--- config.mk ---
export PLATFORM = sky130hd
export DESIGN_NAME = hms_countdown_timer_bank_top
export DESIGN_NICKNAME = d
export VERILOG_FILES = /design/src/rtl/hct_pkg.sv /design/src/rtl/hms_countdown_timer_bank_top.sv /design/src/rtl/hct_ram.sv /design/src/rtl/hct_step_unit.sv
export SDC_FILE = /design/constraint.sdc
export NUM_CORES = 1
export LEC_CHECK = 0
export BUFFER_PORTS_ARGS = -buffer_cell sky130_fd_sc_hd__buf_2
export CAP_MARGIN = 20
export CORE_MARGIN = 1.5
export CORE_UTILIZATION = 30
export CTS_CLUSTER_DIAMETER = 120
export DETAILED_ROUTE_END_ITERATION = 7
export GPL_ROUTABILITY_DRIVEN = 0
export MAX_ROUTING_LAYER = met4
export SLEW_MARGIN = 5
export SYNTH_ARGS = -nofsm -noshare
export SYNTH_HDL_FRONTEND = slang
export SYNTH_SLANG_ARGS = --single-unit
--- constraint.sdc ---
create_clock -name clk -period 3.4 [get_ports clk]
set_input_delay 0.34 -clock clk [delete_from_list [all_inputs] [get_ports clk]]
set_output_delay 0.34 -clock clk [all_outputs]
set_load 0.005 [all_outputs]
--- src/rtl/hct_pkg.sv ---
// hct_pkg: item types, timer record and operation codes for the countdown timer bank
// no dependencies
`default_nettype none

package hct_pkg;

  localparam logic [1:0] OP_TICK   = 2'd0;
  localparam logic [1:0] OP_SET    = 2'd1;
  localparam logic [1:0] OP_EXPIRE = 2'd2;
  localparam logic [1:0] OP_QUERY  = 2'd3;

  localparam logic [7:0] LAST_UNIT = 8'd59;

  typedef struct packed {
    logic [1:0] operation;
    logic [2:0] timer_id;
    logic [7:0] hours;
    logic [7:0] minutes;
    logic [7:0] seconds;
  } in_item_t;

  typedef struct packed {
    logic       running;
    logic [7:0] seconds_left;
  } out_item_t;

  typedef struct packed {
    logic       running;
    logic [7:0] hours;
    logic [7:0] minutes;
    logic [7:0] seconds;
  } timer_t;

  localparam int TIMER_W = $bits(timer_t);

endpackage

`default_nettype wire

--- src/rtl/hms_countdown_timer_bank_top.sv ---
// hms_countdown_timer_bank_top: timer bank sequencer, record RAM and shared step unit
// depends on hct_pkg, hct_ram, hct_step_unit
//
//   channel   ports                       handshake
//   input     start, busy, in_item        accepted when start && !busy
//   result    out_valid, out_item         one-cycle strobe, no back-pressure
//
// set and expire are written to the RAM at the accept edge
// query reads the RAM at the accept edge, then registers the result strobe in S_QWAIT
// tick passes one timer record per cycle through the step unit,
// read and write-back overlapped on the RAM ports
// reset clears the per-timer valid bits; an unwritten record reads as zero
// busy is high while a tick or query is in flight; results cannot be stalled
`default_nettype none

module hms_countdown_timer_bank_top
  import hct_pkg::*;
#(
  parameter int NUM_TIMERS = 8
) (
  input  wire logic      clk,
  input  wire logic      rst_n,
  input  wire logic      start,
  output logic           busy,
  input  wire in_item_t  in_item,
  output logic           out_valid,
  output out_item_t      out_item
);

  localparam int AW = (NUM_TIMERS > 1) ? $clog2(NUM_TIMERS) : 1;
  localparam int CW = $clog2(NUM_TIMERS + 1);
  localparam int IW = (AW > 3) ? AW : 3;

  typedef enum logic [1:0] {S_IDLE, S_TICK, S_QWAIT} state_t;

  state_t              state_r;
  logic [CW-1:0]       rd_idx_r;
  logic [AW-1:0]       wr_idx_r;
  logic                pend_r;
  logic [AW-1:0]       q_addr_r;
  logic                q_ok_r;
  logic [NUM_TIMERS-1:0] vld_r;
  logic                out_valid_r;
  out_item_t           out_item_r;

  logic                accept;
  logic [IW-1:0]       id_ext;
  logic [AW-1:0]       id_addr;
  logic                id_ok;
  logic                rd_go;

  logic                ram_we;
  logic [AW-1:0]       ram_waddr;
  timer_t              ram_wdata;
  logic                ram_re;
  logic [AW-1:0]       ram_raddr;
  logic [TIMER_W-1:0]  ram_rdata;
  logic [AW-1:0]       rd_sel;
  timer_t              entry;
  timer_t              stepped;
  timer_t              load_val;

  assign accept  = start && (state_r == S_IDLE);
  assign busy    = (state_r != S_IDLE);
  assign id_ext  = IW'(in_item.timer_id);
  assign id_addr = id_ext[AW-1:0];
  assign id_ok   = (32'(in_item.timer_id) < NUM_TIMERS);
  assign rd_go   = (state_r == S_TICK) && (32'(rd_idx_r) < NUM_TIMERS);

  assign rd_sel = (state_r == S_QWAIT) ? q_addr_r : wr_idx_r;
  assign entry  = vld_r[rd_sel] ? timer_t'(ram_rdata) : '0;

  hct_step_unit u_step (
    .cur (entry),
    .nxt (stepped)
  );

  always_comb begin
    load_val.running = (in_item.hours | in_item.minutes | in_item.seconds) != 8'd0;
    load_val.hours   = in_item.hours;
    load_val.minutes = in_item.minutes;
    load_val.seconds = in_item.seconds;
  end

  always_comb begin
    ram_we    = 1'b0;
    ram_waddr = wr_idx_r;
    ram_wdata = stepped;
    ram_re    = 1'b0;
    ram_raddr = rd_idx_r[AW-1:0];
    unique case (state_r)
      S_IDLE: begin
        if (accept && id_ok) begin
          unique case (in_item.operation)
            OP_SET: begin
              ram_we    = 1'b1;
              ram_waddr = id_addr;
              ram_wdata = load_val;
            end
            OP_EXPIRE: begin
              ram_we    = 1'b1;
              ram_waddr = id_addr;
              ram_wdata = '0;
            end
            OP_QUERY: begin
              ram_re    = 1'b1;
              ram_raddr = id_addr;
            end
            default: begin
            end
          endcase
        end
      end
      S_TICK: begin
        ram_re = rd_go;
        ram_we = pend_r;
      end
      S_QWAIT: begin
      end
      default: begin
      end
    endcase
  end

  hct_ram #(
    .WIDTH (TIMER_W),
    .DEPTH (NUM_TIMERS),
    .ADDR_W(AW)
  ) u_ram (
    .clk   (clk),
    .we    (ram_we),
    .waddr (ram_waddr),
    .wdata (ram_wdata),
    .re    (ram_re),
    .raddr (ram_raddr),
    .rdata (ram_rdata)
  );

  always_ff @(posedge clk) begin
    if (!rst_n) begin
      state_r     <= S_IDLE;
      rd_idx_r    <= '0;
      pend_r      <= 1'b0;
      vld_r       <= '0;
      out_valid_r <= 1'b0;
    end else begin
      out_valid_r <= 1'b0;
      if (ram_we) begin
        vld_r[ram_waddr] <= 1'b1;
      end
      unique case (state_r)
        S_IDLE: begin
          if (accept) begin
            q_addr_r <= id_addr;
            q_ok_r   <= id_ok;
            rd_idx_r <= '0;
            pend_r   <= 1'b0;
            unique case (in_item.operation)
              OP_TICK:  state_r <= S_TICK;
              OP_QUERY: state_r <= S_QWAIT;
              default:  state_r <= S_IDLE;
            endcase
          end
        end
        S_TICK: begin
          pend_r   <= rd_go;
          wr_idx_r <= rd_idx_r[AW-1:0];
          if (rd_go) begin
            rd_idx_r <= rd_idx_r + CW'(1);
          end
          if (!rd_go && !pend_r) begin
            state_r <= S_IDLE;
          end
        end
        S_QWAIT: begin
          out_valid_r <= 1'b1;
          out_item_r.running      <= q_ok_r & entry.running;
          out_item_r.seconds_left <= q_ok_r ? entry.seconds : 8'd0;
          state_r <= S_IDLE;
        end
        default: state_r <= S_IDLE;
      endcase
    end
  end

  assign out_valid = out_valid_r;
  assign out_item  = out_item_r;

  a_query_result: assert property (@(posedge clk) disable iff (!rst_n)
    (start && !busy && in_item.operation == OP_QUERY) |=> ##1 out_valid)
    else $error("query item without result strobe");

  a_result_after_busy: assert property (@(posedge clk) disable iff (!rst_n)
    out_valid |-> $past(busy))
    else $error("result strobe without a query in flight");

  a_single_strobe: assert property (@(posedge clk) disable iff (!rst_n)
    out_valid |=> !out_valid)
    else $error("result strobe longer than one cycle");

  a_no_rw_collision: assert property (@(posedge clk) disable iff (!rst_n)
    (ram_we && ram_re) |-> (ram_waddr != ram_raddr))
    else $error("tick write-back collides with record read");

endmodule

`default_nettype wire

--- src/rtl/hct_ram.sv ---
// hct_ram: generic single-write, single-read RAM with registered read data
// no dependencies
`default_nettype none

module hct_ram #(
  parameter int WIDTH  = 8,
  parameter int DEPTH  = 8,
  parameter int ADDR_W = (DEPTH > 1) ? $clog2(DEPTH) : 1
) (
  input  wire logic              clk,
  input  wire logic              we,
  input  wire logic [ADDR_W-1:0] waddr,
  input  wire logic [WIDTH-1:0]  wdata,
  input  wire logic              re,
  input  wire logic [ADDR_W-1:0] raddr,
  output logic      [WIDTH-1:0]  rdata
);

  logic [WIDTH-1:0] mem_r [DEPTH];

  always_ff @(posedge clk) begin
    if (we) begin
      mem_r[waddr] <= wdata;
    end
    if (re) begin
      rdata <= mem_r[raddr];
    end
  end

endmodule

`default_nettype wire

--- src/rtl/hct_step_unit.sv ---
// hct_step_unit: one-second countdown step of a single timer record
// depends on hct_pkg
`default_nettype none

module hct_step_unit
  import hct_pkg::*;
(
  input  wire timer_t cur,
  output timer_t      nxt
);

  logic [7:0] sec_dec;

  assign sec_dec = cur.seconds - 8'd1;

  always_comb begin
    nxt = cur;
    if (cur.running) begin
      priority if (cur.seconds != 8'd0) begin
        nxt.seconds = sec_dec;
        if ((sec_dec | cur.minutes | cur.hours) == 8'd0) begin
          nxt.running = 1'b0;
        end
      end else if (cur.minutes != 8'd0) begin
        nxt.minutes = cur.minutes - 8'd1;
        nxt.seconds = LAST_UNIT;
      end else if (cur.hours != 8'd0) begin
        nxt.hours   = cur.hours - 8'd1;
        nxt.minutes = LAST_UNIT;
        nxt.seconds = LAST_UNIT;
      end
    end
  end

endmodule

`default_nettype wire

==> flow_summary.yaml <==
routing:
  final_antenna_net_count: 0
  via_per_inst: 5.00
  vias: 6190
  dr.pass1.iters: 7
  wl_per_cell_um: 20.2
  drc: 2
  drtIter0Drc: 507
  wirelength_mm: 25.0
outcome:
  status: "complete, but fails checks"
  violations: "DRC"
setup_path:
  startpoint_type: "register"
  reg2reg_to: "u_ram.mem_r[4][20]$_DFFE_PP_"
  cp_max_fo: 11
  ff2ff_path_depth: 14
  cp.arrival_ns: 3.55
  crit_path_end: "u_ram.mem_r[4][20]$_DFFE_PP_"
  worstPathRequired_ns: 3.66
  path_class: "register to register"
  end_kind: "register"
  rr_startpoint: "state_r[0]$_SDFFE_PN0P_"
  startpoint: "state_r[0]$_SDFFE_PN0P_"
  r2r_slack_ns: 0.11
power_and_ir_drop:
  p_comb_share_pct: 6.5
  power_density_nw_per_um2: 528
  p_int_mw: 5.39
  power_switching_mw: 1.48
  p_seq_share_pct: 52.3
  p_leak_nw: 4.38
  p_total_mw: 6.87
  ir_worst_vdd_v: 0.000265
  switching_share_pct: 21.5
  p_clk_share_pct: 41.2
hold_path:
  hold_path.class: "input port to register"
synthesis:
  synthFlopType: "edfxtp_1"
  ys_async_sr_fraction_pct: 0
  synth_seq_area_share_pct: 69.0
  synth.top_cell.area_share_pct: 66.1
  synth.area.top_cells: "edfxtp_1 (66%), mux4_2 (10%), nand2_1 (3.5%), dfxtp_1 (2.9%), a22o_1 (1.7%)"
  avgSynthCellArea_um2: 16.2
  ys_types: 56
  ys_ff_latch: 256
  yosysTopAreaCell: "edfxtp_1"
  synth_edf_count: 240
  yosysWarnings: 0
  syn_area_um2: 10900
  netlist_instances: 675
  syn_nets: 714
clock_tree:
  clk_latency_ns: 0.52
  clock_path_buffers: 3
  root_buffer: "clkbuf_16"
  cts.sinks: 256
  cts_tree: "yes"
  clk_pin_slew_ns: 0.06
  cts_htree_levels: 1
  cts_buffers: 27
sta:
  finalCriticalPeriod_ns: 3.29
  finalCritPeriodShare_pct: 96.7
  final_hold_viol_count: 0
  setup_viol_count_final: 0
  setup_slack_ns: 0.113
  rsz0062_at_grt: "true"
  report.final.slew_viol_count: 0
  holdWs_ns: 0.0921
  clock_skew_ns: 0.00716
  worst_pin_slew_ns: 1.02
  maxSlewHeadroom_pct: 31.7
  max_clock_freq_mhz: 304
final_layout:
  layout-drive-gt1-share_pct: 29.5
  seq_area_um2: 7530
  multiInputGateArea_um2: 3440
  mostFrequentLayoutCell: "edfxtp_1"
  fillers: 3320
  design_area_um2: 13000
  final_cell_mix: "edfxtp_1 (240), nand2_1 (101), mux4_2 (50)"
  layout.nets: 793
  syn2layout_area_growth_pct: 19.4
place:
  dpl_cell_area_um2: 12000
  place_hpwl_mm: 16.0
  io_buffer_count: 42
  dp_slack_ns: -0.0552
global_route:
  grt_pass1_vias: 6283
  grt_pass1_wl_mm: 37.9
  antenna_found_initial: 3
  grt_overflow_total: 0
  grtUsageTotal_pct: 13.7
  grt_max_degree: 51
die:
  die_x_um: 194
  core_area_um2: 35700
  die_area_um2: 37500
  dieHeight_um: 194
  rows: 69
  io_pins: 43
  start_util_pct: 30.6
job:
  maxCapViolCount: 0
## Yosys cell counts (5+ instances only)
cell type	number
nor4_1	14
clkbuf_1	19
a31oi_1	5
a32o_1	5
nand2b_1	5
mux4_2	50
buf_4	7
and2_1	12
a22oi_1	5
nand2_1	102
inv_1	8
ha_1	7
o21ai_0	8
nor2b_1	7
a22o_1	21
mux2i_1	10
a21oi_1	6
buf_2	5
nor3b_1	7
nor2_1	19
o21a_1	11
nand3_1	12
dfxtp_1	16
xor2_1	8
edfxtp_1	240
nor3_1	8
## worst min-delay path by stage
stage	cells after the start	slack, ns	start	endpoint
6_report	1	0.09	in_item[26]	q_addr_r[2]$_DFFE_PP_
5_1_grt	1	0.09	in_item[26]	q_addr_r[2]$_DFFE_PP_
4_1_cts	1	0.08	in_item[26]	q_addr_r[2]$_DFFE_PP_
3_5_place_dp	1	0.49	vld_r[3]$_SDFFE_PN0P_	vld_r[3]$_SDFFE_PN0P_
3_3_place_gp	1	0.48	vld_r[1]$_SDFFE_PN0P_	vld_r[1]$_SDFFE_PN0P_
2_1_floorplan	0	0.44	in_item[24]	q_addr_r[0]$_DFFE_PP_
## area by class of cell
class                      count  share of cell area (%)
antenna                        3                  0.0576
clock buffer                  33                    5.36
clock inverter                15                    1.17
inverter                       8                   0.231
multi-input combinational    378                    26.4
sequential                   256                    57.8
tap                          461                    4.43
timing repair buffer          83                    4.58
## stage by stage
step / setup TNS (ns) / instances / utilization (%)
finish: 0 / 1237 / 36.5
global route: -1.65 / 1237 / 36.5
CTS: 0 / 1234 / 36.1
detailed placement: -0.690 / 1185 / 33.7
global placement: 0 / 1185 / 33.7
floorplan: 0 / 675 / -
## flip-flops by register name (all words and copies together), names as in the netlist
| name | cells |
|---|---|
| u_ram.mem_r | 200 |
| u_ram.rdata | 25 |
| out_item | 9 |
| vld_r | 8 |
| rd_idx_r | 4 |
| q_addr_r | 3 |
| wr_idx_r | 3 |
| state_r | 2 |
| out_valid | 1 |
| pend_r | 1 |
## worst max-delay path: stages (launching register included)
cell and delay [ns]:
dfxtp_1 0.34, buf_4 0.17, nor4bb_4 0.29, a21oi_1 0.08, a211oi_2 0.32, nor3_2 0.12, buf_12 0.16, nand2_1 0.06
ha_1 0.16, and4bb_2 0.31, nand2_4 0.09, buf_6 0.18, nor4_2 0.34, xor2_1 0.12, a22o_2 0.30
## cell families after synthesis
group	synth area share, %
AO/OA/AOI/OAI	5.32
XOR/XNOR	0.803
adder cells (fa/ha/maj)	0.803
buffers and inverters	1.71
flip-flops	69.0
multiplexers	11.7
AND/OR/NAND/NOR	10.7
## what timing repair did
item                                    4_1_cts  5_1_grt
setup buffers                                 1        0
resized for setup                             3       35
hold buffers                                  0        0
endpoints found under the setup margin       77      176
pin swaps                                     1        6
## metal layers
metal  track usage (%)  vias up  wire length, um
met2              22.1      164            12100
met1              17.6     3136            10900
met5                 -        -                0
met3              2.24       54             1320
met4              4.35        0              740
li1                  -     2836                -
## power groups by stage
stage	Sequential (mW)	Clock, mW	Combinational [mW]
final	3.59	2.83	0.448
after floorplan	3.63	0	0.268
after detailed placement	3.66	0	0.438
after global placement	3.65	0	0.433
after CTS	3.59	2.89	0.444
after global routing	3.60	3.00	0.491
(Power assumes the default switching activity.)
